==> src/rtl/core/strided_iir_filter_defines.svh <==
`ifndef STRIDED_IIR_FILTER_DEFINES_SVH
`define STRIDED_IIR_FILTER_DEFINES_SVH

// same-cycle implication, sampled on clk, off while rst_n is low
`define SIF_ASSERT_IMPLY(lbl, ante, cons, msg) \
  lbl: assert property (@(posedge clk) disable iff (!rst_n) (ante) |-> (cons)) \
    else $error(msg);

// next-cycle implication, sampled on clk, off while rst_n is low
`define SIF_ASSERT_NEXT(lbl, ante, cons, msg) \
  lbl: assert property (@(posedge clk) disable iff (!rst_n) (ante) |=> (cons)) \
    else $error(msg);

`endif

==> src/rtl/core/sif_pkg.sv <==
package sif_pkg;

  // fixed field widths of the request and the register port
  localparam int CMD_W = 2;
  localparam int IDX_W = 5;
  localparam int CNT_W = 5;
  localparam int SPC_W = 4;
  localparam int CFG_AW = 1;
  localparam int CFG_DW = 5;

  // product sum width, wraps modulo 2^64
  localparam int ACC_W = 64;

  // request commands
  localparam logic [CMD_W-1:0] CMD_SAMPLE  = 2'd0;
  localparam logic [CMD_W-1:0] CMD_LOAD_FF = 2'd1;
  localparam logic [CMD_W-1:0] CMD_LOAD_FB = 2'd2;

  // register indexes
  localparam logic [CFG_AW-1:0] REG_TAP_COUNT   = 1'b0;
  localparam logic [CFG_AW-1:0] REG_TAP_SPACING = 1'b1;

  // sequencer states
  typedef enum logic [2:0] {
    ST_IDLE,
    ST_FF,
    ST_FB,
    ST_DRAIN,
    ST_ROUND,
    ST_SAT
  } seq_state_t;

  // sequencer to multiply-accumulate control
  typedef struct packed {
    logic clear;
    logic term;
    logic use_fb;
    logic coef_ok;
    logic ring_ok;
    logic round;
  } mac_ctl_t;

endpackage

==> src/rtl/core/sif_mac.sv <==
`include "strided_iir_filter_defines.svh"

module sif_mac #(
  parameter int SAMPLE_BITS = 24,
  parameter int COEF_BITS   = 32
) (
  input  logic                   clk,
  input  logic                   rst_n,
  input  sif_pkg::mac_ctl_t      ctl,
  input  logic [COEF_BITS-1:0]   ff_coef,
  input  logic [COEF_BITS-1:0]   fb_coef,
  input  logic [SAMPLE_BITS-1:0] x_data,
  input  logic [SAMPLE_BITS-1:0] y_data,
  output logic [SAMPLE_BITS-1:0] result
);

  localparam int ACC_W  = sif_pkg::ACC_W;
  localparam int FRAC   = COEF_BITS - 8;
  localparam int PROD_W = COEF_BITS + SAMPLE_BITS;
  localparam logic [ACC_W-1:0] HALF = ACC_W'(1) << (FRAC - 1);
  localparam logic signed [ACC_W-1:0] SAT_HI = $signed((ACC_W'(1) << (SAMPLE_BITS - 1)) - ACC_W'(1));
  localparam logic signed [ACC_W-1:0] SAT_LO = ~SAT_HI;

  logic signed [COEF_BITS-1:0]   coef_op;
  logic signed [SAMPLE_BITS-1:0] smp_op;
  logic signed [PROD_W-1:0]      prod_r;
  logic                          prod_vld_r;
  logic signed [ACC_W-1:0]       acc_r;
  logic signed [ACC_W-1:0]       rnd_r;
  logic signed [ACC_W-1:0]       rnd_nxt;

  // operand select, missing coefficient or history reads as zero
  always_comb begin
    coef_op = ctl.use_fb ? $signed(fb_coef) : $signed(ff_coef);
    smp_op  = ctl.use_fb ? $signed(y_data) : $signed(x_data);
    if (!ctl.coef_ok) begin
      coef_op = '0;
    end
    if (!ctl.ring_ok) begin
      smp_op = '0;
    end
  end

  // product register
  always_ff @(posedge clk) begin
    prod_r <= coef_op * smp_op;
  end

  always_ff @(posedge clk) begin
    if (!rst_n) begin
      prod_vld_r <= 1'b0;
    end else begin
      prod_vld_r <= ctl.term;
    end
  end

  // accumulator
  always_ff @(posedge clk) begin
    if (ctl.clear) begin
      acc_r <= '0;
    end else if (prod_vld_r) begin
      acc_r <= acc_r + ACC_W'(prod_r);
    end
  end

  // round to nearest, ties up, then drop the fraction
  assign rnd_nxt = (acc_r + $signed(HALF)) >>> FRAC;

  always_ff @(posedge clk) begin
    if (ctl.round) begin
      rnd_r <= rnd_nxt;
    end
  end

  // saturate to the sample range
  always_comb begin
    if (rnd_r > SAT_HI) begin
      result = SAT_HI[SAMPLE_BITS-1:0];
    end else if (rnd_r < SAT_LO) begin
      result = SAT_LO[SAMPLE_BITS-1:0];
    end else begin
      result = rnd_r[SAMPLE_BITS-1:0];
    end
  end

  `SIF_ASSERT_NEXT(a_acc_cleared, ctl.clear, acc_r == '0, "accumulator not cleared at start")

endmodule

==> config.mk <==
export PLATFORM = sky130hd
export DESIGN_NAME = sif_mac
export DESIGN_NICKNAME = d
export VERILOG_FILES = /design/src/rtl/core/sif_pkg.sv /design/src/rtl/core/sif_mac.sv
export VERILOG_INCLUDE_DIRS = /design/src /design/src/rtl/core
export SDC_FILE = /design/constraint.sdc
export NUM_CORES = 2
export LEC_CHECK = 0
export BUFFER_PORTS_ARGS = -buffer_cell sky130_fd_sc_hd__buf_2
export CORE_ASPECT_RATIO = 1.2
export CORE_MARGIN = 4
export CORE_UTILIZATION = 65
export CTS_CLUSTER_DIAMETER = 60
export DETAILED_ROUTE_END_ITERATION = 10
export PLACE_DENSITY = 0.83
export SLEW_MARGIN = 40
export SYNTH_ARGS = -nofsm -noshare
export SYNTH_HDL_FRONTEND = slang
export SYNTH_SLANG_ARGS = --single-unit
==> constraint.sdc <==
create_clock -name clk -period 9.3 [get_ports clk]
set_input_delay 0.465 -clock clk [delete_from_list [all_inputs] [get_ports clk]]
set_output_delay 0.465 -clock clk [all_outputs]
set_load 0.01 [all_outputs]
==> out/results.ini <==
[status]
status=finished clean

[clock_tree]
cts_buffers=17
cts_sinks=161
clockRootBuffer=clkbuf_16
clk_pin_slew_ns=0.08
clockBufferDepth=2
htree_levels=4
cts_tree=done
clk_latency_ns=0.45
hold_buffers=0
cts_resized=0
cts_setup_buffers=0

[timing]
fin_crit_sh_pct=90.79
worst_slew_pin_slew_ns=0.8798
slew_violations=0
layout_min_cycle_time_ns=8.443
finalHoldViolCount=0
timing.hold.ws_ns=0.2098
finalSetupTns_ns=0
grt_setup_unrepaired=no
max-slew-margin-rel_pct=41.31
max_freq_mhz=118.4
finalSetupViolations=0
clock_skew_ns=0.01995

[finish]
final_cell_count_no_fill=4852
num-fill-cells=4326
area_growth_pct=5.558
num_antenna_cells=0
num-nets-final=5237
drive_above_1_share_pct=7.841

[detailed_routing]
routed_via_density=5.937
routed_wirelength_mm=102.9
vias=28805
wl_per_cell_um=21.21
first_pass_iters=6
ant_nets=0
drc=0
dr.first_iter.drc_count=2583

[global_routing]
track_usage_pct=35.61
antenna_found_initial=1
grt_overflow_total=0
grt_pass1_vias=30960
grt_max_degree=70
grt_first_pass_wirelength_mm=164.6

[floorplan]
die_area_mm2=0.05977
die_x_um=223.8
die_y_um=267.0
fp-row-count=94
initial_core_util_pct=66.02
core_area_mm2=0.05504
io_pins=144

[logic_synthesis]
syn_area_per_cell_um2=8.911
synthTopCellsByArea=fa_1 43%, inv_1 8.3%, ha_1 7.4%
synth-async-reset-ratio_pct=0
syn_nets=5196
yosysWarnings=0
synth_common_cells=807 x inv_1, 784 x fa_1, 520 x nand2_1, 471 x nor2_1, 214 x ha_1
postSynthCellCount=4078
ys_seq_area_share_pct=9.972
synth_edf_count=40
synth-seq-cells=161
syn_area_mm2=0.03634
synth_top_area_share_pct=43.19
synth_top_flop_cell=dfxtp_1
yosys.area.top_type=fa_1
synth.most_common_cell=inv_1
synth_cell_types=81

[power_and_ir_drop]
intPower_mw=4.855
comb_power_share_pct=81.3
p_leak_nw=19.07
cellPowerDensity_mw_per_mm2=267.3
switching_power_mw=5.399
p_seq_share_pct=11.8
p_clk_share_pct=6.9
switching_share_pct=52.65
max-vdd-ir-drop_mv=0.2404

[critical_path]
critPathArrivalTime_ns=8.79
crit_required_ns=9.65
start_kind=input port
cp_common_cell=fa_1
crit_type=in -> reg
critPathMaxStageDelay_ns=0.70
path_max_fanout=39
critPathSlowestCell=and2_0
worstSetupEndpointType=register

[placement]
placed_cells=4820
dp_hpwl_mm=84.44
portBuffers=143
gp_congestion=1.025

[run]
maxCapViolations=0

[hold_path]
hp-class=in -> reg

## routing by layer
metal  part of all wire, %  wire length (µm)  global-route usage [%]  vias up
li1                      -                 -                       -    12509
met1                    35             36300                   43.08    14038
met2                    46             47060                   57.99     1720
met3                    11             11350                   9.108      536
met4                   8.0              8218                   21.26        2
met5                0.0087                 9                       0        -
## critical path: cells and delay by family
kind	cells	cell delay (ns)
buffers and inverters	4	0.98
xor gates and xnor gates	1	0.14
adders and majority gates	8	4.07
muxes	1	0.21
and+or+nand+nor	7	1.64
AOI/OAI and AO/OA	4	1.24
## state kept, by name, summed over array words and instances, names as in the netlist
| signal | count |
|---|---|
| prod_r | 56 |
| acc_r | 64 |
| rnd_r | 40 |
| prod_vld_r | 1 |
## area by class of cell
| type | instances | area, µm² | area share [%] |
|---|---|---|---|
| inverters | 808 | 3033 | 7.907 |
| repair buffers | 213 | 1310 | 3.415 |
| multi-input cells | 2918 | 28890 | 75.31 |
| clock buffers | 17 | 425.4 | 1.109 |
| well taps | 720 | 900.9 | 2.349 |
| clock inverters | 15 | 175.2 | 0.4567 |
| flip-flops and latches | 161 | 3627 | 9.457 |
## cell usage in the layout (no fill, tap or decap), types with 91 or more instances in the layout
cell type / instances
inv_1: 807
fa_1: 784
nand2_1: 520
nor2_1: 471
ha_1: 214
buf_2: 142
a21oi_1: 128
dfxtp_1: 120
xnor2_1: 113
a21o_1: 91
## power by group through the flow
stage | combinational, mW | clock (mW) | sequential (mW)
after CTS | 8.22 | 0.712 | 1.21
after floorplan | 6.20 | 0 | 1.16
final | 8.34 | 0.703 | 1.21
after detailed placement | 8.16 | 0 | 1.22
after global placement | 7.91 | 0 | 1.22
after global routing | 9.33 | 0.742 | 1.24
## through the flow
| stage | total power, mW | area (µm²) | util (%) | worst slack [ns] |
|---|---|---|---|---|
| after detailed placement | 9.384 | 37750 | 68.58 | 0.4871 |
| final | 10.25 | 38360 | 69.69 | 0.8566 |
| after global placement | 9.122 | 37730 | 68.55 | 0.6034 |
| after CTS | 10.15 | 38350 | 69.67 | 0.9626 |
| after floorplan | 7.356 | 36340 | - | 1.172 |
| after global routing | 11.31 | 38360 | 69.69 | 0.4557 |
## final timing paths
check	depth (start not counted)	start	slack [ns]	endpoint
setup reg to reg	14	acc_r[0]	5.27	acc_r[56]
hold / removal	2	ctl[4]	0.21	prod_vld_r
hold reg to reg	2	acc_r[2]	0.50	acc_r[2]
setup / recovery	25	ctl[3]	0.86	prod_r[47]
## logic make-up after synthesis
logic type / synth area share, %
AO/OA/AOI/OAI: 7.259
adder cells (fa/ha/maj): 50.56
flip-flops: 9.972
AND/OR/NAND/NOR: 14.58
multiplexers: 3.040
buffers and inverters: 10.66
XOR/XNOR: 3.929
Note: power is estimated with default switching activity, not from simulation.
