<file path="src/rtl/core/strided_iir_filter_defines.svh">
`ifndef STRIDED_IIR_FILTER_DEFINES_SVH
`define STRIDED_IIR_FILTER_DEFINES_SVH

// same-cycle implication, sampled on clk, off while rst_n is low
`define SIF_ASSERT_IMPLY(lbl, ante, cons, msg) \
  lbl: assert property (@(posedge clk) disable iff (!rst_n) (ante) |-> (cons)) \
    else $error(msg);

// next-cycle implication, sampled on clk, off while rst_n is low
`define SIF_ASSERT_NEXT(lbl, ante, cons, msg) \
  lbl: assert property (@(posedge clk) disable iff (!rst_n) (ante) |=> (cons)) \
    else $error(msg);

`endif

</file>
<file path="src/rtl/core/sif_pkg.sv">
package sif_pkg;

  // fixed field widths of the request and the register port
  localparam int CMD_W = 2;
  localparam int IDX_W = 5;
  localparam int CNT_W = 5;
  localparam int SPC_W = 4;
  localparam int CFG_AW = 1;
  localparam int CFG_DW = 5;

  // product sum width, wraps modulo 2^64
  localparam int ACC_W = 64;

  // request commands
  localparam logic [CMD_W-1:0] CMD_SAMPLE  = 2'd0;
  localparam logic [CMD_W-1:0] CMD_LOAD_FF = 2'd1;
  localparam logic [CMD_W-1:0] CMD_LOAD_FB = 2'd2;

  // register indexes
  localparam logic [CFG_AW-1:0] REG_TAP_COUNT   = 1'b0;
  localparam logic [CFG_AW-1:0] REG_TAP_SPACING = 1'b1;

  // sequencer states
  typedef enum logic [2:0] {
    ST_IDLE,
    ST_FF,
    ST_FB,
    ST_DRAIN,
    ST_ROUND,
    ST_SAT
  } seq_state_t;

  // sequencer to multiply-accumulate control
  typedef struct packed {
    logic clear;
    logic term;
    logic use_fb;
    logic coef_ok;
    logic ring_ok;
    logic round;
  } mac_ctl_t;

endpackage

</file>
<file path="src/rtl/core/sif_seq.sv">
`include "strided_iir_filter_defines.svh"

module sif_seq #(
  parameter int MAX_TAPS    = 16,
  parameter int MAX_SPACING = 8,
  parameter int RING_DEPTH  = 256
) (
  input  logic                              clk,
  input  logic                              rst_n,
  input  logic                              start,
  input  logic [$clog2(MAX_TAPS+1)-1:0]     n_eff,
  input  logic [$clog2(MAX_SPACING+1)-1:0]  s_eff,
  input  logic [MAX_TAPS:0]                 ff_vld,
  input  logic [MAX_TAPS:0]                 fb_vld,
  input  logic                              out_free,
  output logic                              idle,
  output logic [$clog2(MAX_TAPS+1)-1:0]     coef_raddr,
  output logic [$clog2(RING_DEPTH)-1:0]     ring_raddr,
  output logic [$clog2(RING_DEPTH)-1:0]     pos,
  output sif_pkg::mac_ctl_t                 ctl,
  output logic                              sat_go
);

  localparam int TAB_AW = $clog2(MAX_TAPS + 1);
  localparam int RA_W   = $clog2(RING_DEPTH);
  localparam int FILL_W = $clog2(RING_DEPTH + 1);

  sif_pkg::seq_state_t state_r;
  sif_pkg::seq_state_t state_nxt;

  logic [TAB_AW-1:0] k_r;
  logic [RA_W-1:0]   ra_r;
  logic [RA_W-1:0]   pos_r;
  logic [FILL_W-1:0] fill_r;
  logic              dcnt_r;
  logic              term_r;
  logic              fb_r;
  logic              cok_r;
  logic              rok_r;
  logic              last;
  logic              issue;
  logic [RA_W-1:0]   dec_src;
  logic [RA_W:0]     wrap_sum;
  logic [RA_W-1:0]   dec;

  assign last = (k_r == n_eff);

  // ring address step back by the spacing, wrapping at the ring depth
  always_comb begin
    dec_src  = (state_r == sif_pkg::ST_FF && last) ? pos_r : ra_r;
    wrap_sum = {1'b0, dec_src} + (RA_W + 1)'(RING_DEPTH) - (RA_W + 1)'(s_eff);
    if (dec_src >= RA_W'(s_eff)) begin
      dec = dec_src - RA_W'(s_eff);
    end else begin
      dec = wrap_sum[RA_W-1:0];
    end
  end

  // next state
  always_comb begin
    state_nxt = state_r;
    case (state_r)
      sif_pkg::ST_IDLE: begin
        if (start) begin
          state_nxt = sif_pkg::ST_FF;
        end
      end
      sif_pkg::ST_FF: begin
        if (last) begin
          state_nxt = (n_eff == '0) ? sif_pkg::ST_DRAIN : sif_pkg::ST_FB;
        end
      end
      sif_pkg::ST_FB: begin
        if (last) begin
          state_nxt = sif_pkg::ST_DRAIN;
        end
      end
      sif_pkg::ST_DRAIN: begin
        if (dcnt_r) begin
          state_nxt = sif_pkg::ST_ROUND;
        end
      end
      sif_pkg::ST_ROUND: begin
        state_nxt = sif_pkg::ST_SAT;
      end
      sif_pkg::ST_SAT: begin
        if (out_free) begin
          state_nxt = sif_pkg::ST_IDLE;
        end
      end
      default: begin
        state_nxt = sif_pkg::ST_IDLE;
      end
    endcase
  end

  // outputs of the sequencer
  always_comb begin
    issue       = (state_r == sif_pkg::ST_FF) || (state_r == sif_pkg::ST_FB);
    idle        = (state_r == sif_pkg::ST_IDLE);
    sat_go      = (state_r == sif_pkg::ST_SAT) && out_free;
    ctl.clear   = start;
    ctl.term    = term_r;
    ctl.use_fb  = fb_r;
    ctl.coef_ok = cok_r;
    ctl.ring_ok = rok_r;
    ctl.round   = (state_r == sif_pkg::ST_ROUND);
  end

  assign coef_raddr = k_r;
  assign ring_raddr = ra_r;
  assign pos        = pos_r;

  // state, ring position and fill count
  always_ff @(posedge clk) begin
    if (!rst_n) begin
      state_r <= sif_pkg::ST_IDLE;
      pos_r   <= '0;
      fill_r  <= '0;
      dcnt_r  <= 1'b0;
      term_r  <= 1'b0;
    end else begin
      state_r <= state_nxt;
      dcnt_r  <= (state_r == sif_pkg::ST_DRAIN) ? ~dcnt_r : 1'b0;
      term_r  <= issue;
      if (sat_go) begin
        pos_r <= (pos_r == RA_W'(RING_DEPTH - 1)) ? '0 : pos_r + RA_W'(1);
        if (fill_r != FILL_W'(RING_DEPTH)) begin
          fill_r <= fill_r + FILL_W'(1);
        end
      end
    end
  end

  // tap walk and read qualifiers, one term per cycle
  always_ff @(posedge clk) begin
    if (start) begin
      k_r  <= '0;
      ra_r <= pos_r;
    end else if (state_r == sif_pkg::ST_FF && last) begin
      k_r  <= TAB_AW'(1);
      ra_r <= dec;
    end else if (issue) begin
      k_r  <= k_r + TAB_AW'(1);
      ra_r <= dec;
    end
    fb_r  <= (state_r == sif_pkg::ST_FB);
    cok_r <= (state_r == sif_pkg::ST_FB) ? fb_vld[k_r] : ff_vld[k_r];
    rok_r <= (FILL_W'(ra_r) < fill_r) || ((state_r == sif_pkg::ST_FF) && (ra_r == pos_r));
  end

  `SIF_ASSERT_IMPLY(a_k_bound, issue, k_r <= n_eff, "tap index beyond the filter order")
  `SIF_ASSERT_IMPLY(a_ring_addr, issue, (ra_r < RING_DEPTH) && (pos_r < RING_DEPTH), "ring address out of range")
  `SIF_ASSERT_NEXT(a_walk_start, start, (state_r == sif_pkg::ST_FF) && (k_r == '0) && (ra_r == $past(pos_r)), "tap walk did not start at the newest sample")
  `SIF_ASSERT_NEXT(a_pos_step, sat_go, (pos_r == $past(pos_r) + RA_W'(1)) || (pos_r == '0), "ring position did not advance")

endmodule

</file>
<file path="config.mk">
export PLATFORM = sky130hd
export DESIGN_NAME = sif_seq
export DESIGN_NICKNAME = d
export VERILOG_FILES = /design/src/rtl/core/sif_pkg.sv /design/src/rtl/core/sif_seq.sv
export VERILOG_INCLUDE_DIRS = /design/src /design/src/rtl/core
export SDC_FILE = /design/constraint.sdc
export NUM_CORES = 1
export LEC_CHECK = 0
export BUFFER_PORTS_ARGS = -buffer_cell sky130_fd_sc_hd__buf_2
export CORE_UTILIZATION = 57
export CTS_CLUSTER_SIZE = 10
export DETAILED_ROUTE_END_ITERATION = 12
export PLACE_DENSITY = 0.92
export SLEW_MARGIN = 20
export SYNTH_ARGS = -nofsm -noshare
export SYNTH_HDL_FRONTEND = slang
export SYNTH_SLANG_ARGS = --single-unit
</file>
<file path="constraint.sdc">
create_clock -name clk -period 9.7 [get_ports clk]
set_input_delay 1.94 -clock clk [delete_from_list [all_inputs] [get_ports clk]]
set_output_delay 1.94 -clock clk [all_outputs]
set_load 0.005 [all_outputs]
</file>
==> results.md, run 1 <==
* GRT Overall Usage at 29.95%
* Syn Inst Count at 303
* Placed Cells at 413
* Clock transition at the registers of the reported paths at 0.08 ns
* Via count at 2510
* HP Class: reg -> reg
* Largest net degree at the start of global routing at 20
* CTS tree: done
* Flops & latches, synth at 38
* Final Max Slew Viols at 0
* Global-route wire length before repair at 11990 µm
* Rows at 24
* Post-Place Cell Area at 0.003110 mm²
* Effective utilization at floorplan at 61.50%
* Initial antenna violation count at 0
* Sequential share of the synthesized area at 30.35%
* Max Cap Viol at 0
* Leading area contributor after synthesis: dfxtp_1
* Hold Vio Cnt, Final at 0
* Non-filler instance count after layout at 421
* Vias in the first global route at 2599
* Layout cell share with drive strength beyond 1 at 28.46%
* Required time of the critical path at 9.75 ns
* TritonCTS buffer count at 5
* Peak supply drop at 0.1191 mV
* Clk_lat worst skew at 0.30 ns
* Crit path launch type: input port
* Async S/R FF share, synth at 0%
* Setup CP Type: in -> reg
* GP Congestion at 0.8352
* Count of flip-flops with a built-in enable after synthesis at 8
* Min Clock Period, post-route at 5.149 ns
* Hold_sp: dcnt_r
* Postcts setup bufs at 0
* DR pass1 iterations at 4
* Die width at 71.72 µm
* Root Driver: clkbuf_8
* Achievable frequency at 0.1942 GHz
* Worst-Margin Slew at 0.9220 ns
* Final setup fails at 0
* Top_reg_cell synth: dfxtp_1
* Rel. slew slack at 38.20%
* Worst Path Arrival at 5.20 ns
* Multi-input combinational cell area at 0.001762 mm²
* Setup crit end kind: flip-flop
* Final instance area at 0.003219 mm²
* Synth top area cells: dfxtp_1 (22%), edfxtp_1 (8.7%), xnor2_1 (7.9%)
* Area Growth Syn to Fin at 16.22%
* Filler instances at 340
* RSZ-0062 raised after global routing: false
* Core ar. at 0.004504 mm²
* Resized Gates After CTS at 0
* Hold Crit Depth at 1
* Hold buffers post-CTS at 0
* R2R cell count at 13
* Num ports at 76
* DR DRC count at 0
* ANT nets after route at 0
* Fin crit share at 53.08%
* Routed wire per std cell at 17.00 µm
* Die area at 0.005143 mm²
* Ys Warns at 0
* P_leak at 1.388 nW
* CTS sink cnt at 38
* Peak fanout along the critical path at 15
* Reg-to-reg endpoint: ring_raddr[5]
* WHS Endpoint: dcnt_r
* Grt total ovfl at 0
* DR iter-0 viols at 182
* Longest Clk Path Bufs at 2
* Yosys cell types at 59
* Die Y at 71.72 µm
* Worst R2R Start: coef_raddr[0]
* DP HPWL at 5267 µm
* Routed wire length at 7155 µm
* Synth Cell Area at 0.002770 mm²
* Status: finished clean
* Fin util at 71.47%
* Final Skew at 0.003715 ns
* Number of diodes at 0
* PD cells at 227.4 mW/mm²
* FF+latch area at 840.8 µm²
* Setup TNS at 0 ns
* Flop2flop setup slack at 5.48 ns
* Layout net count at 431
* Synth top area share at 21.68%
* Avg Cell Area, Syn at 9.142 µm²
* H-tree depth at 2
* Port bufs at 75
* Syn_nets at 366
* Via density at 5.962
## how the worst max path moves through the flow
| stage | startpoint | cells past startpoint | to |
|---|---|---|---|
| after floorplan | n_eff[3] | 14 | ring_raddr[5] |
| after global placement | n_eff[3] | 14 | ring_raddr[5] |
| after detailed placement | n_eff[3] | 14 | ring_raddr[5] |
| after CTS | n_eff[3] | 14 | ring_raddr[5] |
| after global routing | n_eff[2] | 14 | ring_raddr[5] |
| final | n_eff[3] | 14 | ring_raddr[5] |
## cell type report
cell class | count | share of cell area [%]
Multi-Input combinational cell | 230 | 54.72
Sequential cell | 38 | 26.12
Timing Repair Buffer | 75 | 11.66
Clock buffer | 5 | 2.138
Inverter | 18 | 2.099
Tap cell | 52 | 2.021
Clock inverter | 3 | 1.244
## state kept, by name, indices dropped and copies added, names as in the netlist, 3 cells and up
signal	count
fill_r	9
pos	8
ring_raddr	8
coef_raddr	5
state_r	3
## Yosys cell counts (all sizes together), types with 2 or more instances
master and count:
mux2 2, nand4 7, or2 2, a21oi 16, o21ai 11, and3 5
xor2 8, o211ai 2, edfxtp 8, inv 18, o21a 3, buf 11
and2 11, nand2 28, a31oi 3, ha 15, nor2b 5, a21boi 3
a21o 2, clkbuf 6, or3b 2, nand3 5, mux4 9, xnor2 25
mux2i 11, and4 2, dfxtp 30, nor4 4, nor3 13, nor2 18
## critical path, stage by stage
cell and delay (ns):
buf_2 0.11, xor2_1 0.17, or2_1 0.32, nor3_2 0.72
nand2_1 0.11, nand2_1 0.15, ha_1 0.23, nor2b_1 0.14
or3_1 0.35, a21oi_1 0.25, o21ai_1 0.19, o31ai_1 0.22
a21oi_1 0.07, o22a_1 0.23
## layout by cell type (no fill, tap or decap), types with 3 or more instances in the layout
cell / n
a21oi_1: 15
and2_1: 11
and3_1: 5
buf_2: 75
clkbuf_8: 5
dfxtp_1: 30
edfxtp_1: 8
ha_1: 15
inv_1: 18
mux2i_1: 11
mux4_2: 9
nand2_1: 28
nand3_1: 5
nand4_1: 7
nor2_1: 17
nor2b_1: 5
nor3_1: 11
nor4_1: 3
o21ai_0: 8
o21ai_1: 3
xnor2_1: 25
xor2_1: 8
## power breakdown
part	internal (mW)	switching (mW)
Sequential	0.201	0.0586
Combinational	0.168	0.170
Clock	0.0757	0.0581
## routing by layer
layer / track usage [%] / vias to the layer above / share of wire, %
li1: - / 1200 / -
met3: 5.907 / 20 / 6.4
met1: 34.85 / 1180 / 39
met4: 16.56 / 0 / 3.0
met2: 51.68 / 110 / 51
met5: 0 / - / 0
## metrics by stage
step	hold WS, ns	total power [mW]	worst slack, ns
2_1_floorplan	0.3988	0.5043	5.037
3_3_place_gp	0.4057	0.5712	4.565
3_5_place_dp	0.4248	0.5888	4.381
4_1_cts	0.4375	0.7288	4.635
5_1_grt	0.4831	0.7794	4.315
6_report	0.4432	0.7319	4.551
## logic make-up (layout without fill, tap and decap cells)
logic type | after synthesis | after routing | share of synthesized area (%)
xor gates and xnor gates | 33 | 33 | 10.43
DFF | 38 | 38 | 30.35
buffers and inverters | 35 | 101 | 6.052
and+or+nand+nor | 110 | 110 | 21.86
AOI/OAI and AO/OA | 49 | 49 | 11.70
muxes | 22 | 22 | 12.10
adders and majority gates | 16 | 16 | 7.498
Power figures use the tool's default switching activity.
==> run 2, diff against run 1 <==
--- a/config.mk
+++ b/config.mk
@@ -7,10 +7,10 @@
 export NUM_CORES = 1
 export LEC_CHECK = 0
 export BUFFER_PORTS_ARGS = -buffer_cell sky130_fd_sc_hd__buf_2
-export CORE_UTILIZATION = 57
+export CORE_UTILIZATION = 48
 export CTS_CLUSTER_SIZE = 10
 export DETAILED_ROUTE_END_ITERATION = 12
-export PLACE_DENSITY = 0.92
+export PLACE_DENSITY = 0.83
 export SLEW_MARGIN = 20
 export SYNTH_ARGS = -nofsm -noshare
 export SYNTH_HDL_FRONTEND = slang
==> constraint.sdc (replaced) <==
create_clock -name clk -period 4.4 [get_ports clk]
set_input_delay 0.88 -clock clk [delete_from_list [all_inputs] [get_ports clk]]
set_output_delay 0.88 -clock clk [all_outputs]
set_load 0.005 [all_outputs]
==> run 2 against run 1 <==
Against the previous run: cell count increased by 5.2%; combinational power rose by 120%; die area is 18% higher; setup slack got worse by 3.9 ns; clock power grew 72%; cell area rose by 0.39%; register-to-register slack got worse by 4.8 ns; count of clock-buffer cells in the layout increased by 1; highest routed layer unchanged; wire length is 6.0% lower; via count shrank 2.6%.
==> results.md, run 2 (synthesized netlist as in run 1, its figures left out) <==
* Multi-input combinational cell area at 0.001762 mm² (unchanged)
* RSZ-0062 raised after global routing: false (unchanged)
* Hold Vio Cnt, Final at 0 (unchanged)
* Clk_lat worst skew at 0.29 ns (was 0.30 ns)
* Effective utilization at floorplan at 50.00% (was 61.50%)
* Hold_sp: dcnt_r (unchanged)
* Most common cell after layout, fill and taps aside: buf_2 (unchanged)
* Commonest non-fill, non-tap cells in the layout: buf_2 (75), dfxtp_1 (30), nand2_1 (28) (unchanged)
* Rows at 27 (was 24)
* HP Class: reg -> reg (unchanged)
* Root Driver: clkbuf_8 (unchanged)
* H-tree depth at 2 (unchanged)
* Crit path launch type: input port (unchanged)
* Clk pwr share at 15.1% (was 18.3%)
* Routed wire per std cell at 15.19 µm (was 17.00 µm)
* Hold Crit Depth at 1 (unchanged)
* CTS sink cnt at 38 (unchanged)
* Layout net count at 433 (was 431)
* Peak supply drop at 0.2051 mV (was 0.1191 mV)
* Resized Gates After CTS at 0 (unchanged)
* ANT nets after route at 0 (unchanged)
* CTS tree: done (unchanged)
* Via density at 5.517 (was 5.962)
* Sequential fraction of design power at 36.0% (was 35.5%)
* Max Cap Viol at 0 (unchanged)
* Clock transition at the registers of the reported paths at 0.07 ns (was 0.08 ns)
* WHS Endpoint: dcnt_r (unchanged)
* Initial antenna violation count at 0 (unchanged)
* Filler instances at 479 (was 340)
* Num ports at 76 (unchanged)
* CP startpoint: n_eff[4] (was n_eff[3])
* PD cells at 472.6 mW/mm² (was 227.4 mW/mm²)
* Status: finished clean (unchanged)
* Core ar. at 0.005540 mm² (was 0.004504 mm²)
* Number of diodes at 0 (unchanged)
* Max reg flops at 9 (unchanged)
* P_sw at 0.5999 mW (was 0.2864 mW)
* Die area at 0.006079 mm² (was 0.005143 mm²)
* Comb pwr share at 48.8% (was 46.2%)
* Reg-to-reg endpoint: ring_raddr[6] (was ring_raddr[5])
* Fin crit share at 84.21%
* P_leak at 1.383 nW (was 1.388 nW)
* Worst-Margin Slew at 0.5163 ns (was 0.9220 ns)
* Post-layout total power at 1.527 mW (was 0.7319 mW)
* Area Growth Syn to Fin at 16.67% (was 16.22%)
* Via count at 2444 (was 2510)
* Setup crit end kind: flip-flop (unchanged)
* Setup CP Type: in -> reg (unchanged)
* R2R cell count at 14 (was 13)
* FF+latch area at 840.8 µm² (unchanged)
* Largest net degree at the start of global routing at 20 (unchanged)
* Final Worst Setup Slack at 0.6949 ns (was 4.551 ns)
* DR DRC count at 0 (unchanged)
* Largest reg by FF count: fill_r (unchanged)
* Placed Cells at 435 (was 413)
* Final Max Slew Viols at 0 (unchanged)
* Switching Share at 39.28% (was 39.12%)
* Port bufs at 75 (unchanged)
* Die width at 77.97 µm (was 71.72 µm)
* Worst Path Arrival at 3.75 ns (was 5.20 ns)
* Grt total ovfl at 0 (unchanged)
* Layout cell share with drive strength beyond 1 at 28.30% (was 28.46%)
* Peak fanout along the critical path at 8 (was 15)
* P_int at 0.9274 mW (was 0.4456 mW)
* Achievable frequency at 0.2699 GHz
* DP HPWL at 5212 µm (was 5267 µm)
* Longest Clk Path Bufs at 2 (unchanged)
* Die Y at 77.97 µm (was 71.72 µm)
* Hold buffers post-CTS at 0 (unchanged)
* Global-route wire length before repair at 11340 µm (was 11990 µm)
* GRT Overall Usage at 23.37% (was 29.95%)
* Min Clock Period, post-route at 3.705 ns
* Final Skew at 0.003373 ns (was 0.003715 ns)
* Required time of the critical path at 4.44 ns (was 9.75 ns)
* GP Congestion at 0.8427 (was 0.8352)
* Worst R2R Start: coef_raddr[2] (was coef_raddr[0])
* Rel. slew slack at 65.54% (was 38.20%)
* Flop2flop setup slack at 0.73 ns (was 5.48 ns)
* TritonCTS buffer count at 5 (unchanged)
* Setup TNS at 0 ns (unchanged)
* Non-filler instance count after layout at 443 (was 421)
* DR iter-0 viols at 107 (was 182)
* Setup WS pre-CTS at 0.4281 ns (was 4.381 ns)
* Routed wire length at 6727 µm (was 7155 µm)
* Final setup fails at 0 (unchanged)
* DR pass1 iterations at 4 (unchanged)
* Postcts setup bufs at 0 (unchanged)
* Vias in the first global route at 2376 (was 2599)
## run 2: changes by cell type in the layout (fill, tap and decap cells not counted)
cell,delta
bufinv_16,-1
clkinv_2,-1
clkbuf_1,+1
buf_4,+2
clkinv_1,+1
## run 2: power by group through the flow
| stage | clock [mW] | sequential [mW] | combinational, mW |
|---|---|---|---|
| 2_1_floorplan | 0 | 0.518 | 0.594 |
| 3_3_place_gp | 0 | 0.556 | 0.714 |
| 3_5_place_dp | 0 | 0.557 | 0.743 |
| 4_1_cts | 0.231 | 0.549 | 0.749 |
| 5_1_grt | 0.250 | 0.562 | 0.837 |
| 6_report | 0.231 | 0.550 | 0.746 |
## run 2: critical path, stage by stage
cell      delay [ns]
buf_2           0.11
xnor2_1         0.17
and3_1          0.27
nand3_1         0.31
mux2i_1         0.24
ha_1            0.19
inv_1           0.06
fa_1            0.39
a21o_1          0.18
a21o_1          0.21
nor3_1          0.19
xor2_1          0.10
nor2_1          0.09
a31oi_1         0.05
o2bb2a_1        0.30
## run 2: final cells by class
cell class	count	share of cell area (%)
Multi-Input combinational cell	230	54.51
Sequential cell	38	26.02
Timing Repair Buffer	77	12.08
Tap cell	72	2.787
Clock buffer	6	2.245
Inverter	18	2.091
Clock inverter	2	0.2710
## run 2: how the worst max path moves through the flow
stage | endpoint | slack [ns] | cells after the start
global route | ring_raddr[6] | 0.41 | 15
CTS | ring_raddr[6] | 0.73 | 15
detailed placement | ring_raddr[6] | 0.43 | 15
floorplan | ring_raddr[5] | 0.80 | 14
finish | ring_raddr[6] | 0.69 | 15
global placement | ring_raddr[6] | 0.56 | 15
## run 2: through the flow
step / util [%] / hold slack (ns) / instance area, µm²
3_5_place_dp: 56.87 / 0.4185 / 3151
6_report: 58.33 / 0.4291 / 3232
3_3_place_gp: 56.87 / 0.4084 / 3151
5_1_grt: 58.33 / 0.4519 / 3232
2_1_floorplan: - / 0.3988 / 2770
4_1_cts: 58.33 / 0.4288 / 3232
## run 2: metal layers
layer | part of all wire (%) | track usage (%) | wire, µm
met5 | 0 | 0 | 0
met4 | 1.4 | 7.963 | 95
met3 | 4.7 | 4.235 | 316
met2 | 52 | 40.18 | 3496
met1 | 42 | 29.33 | 2819
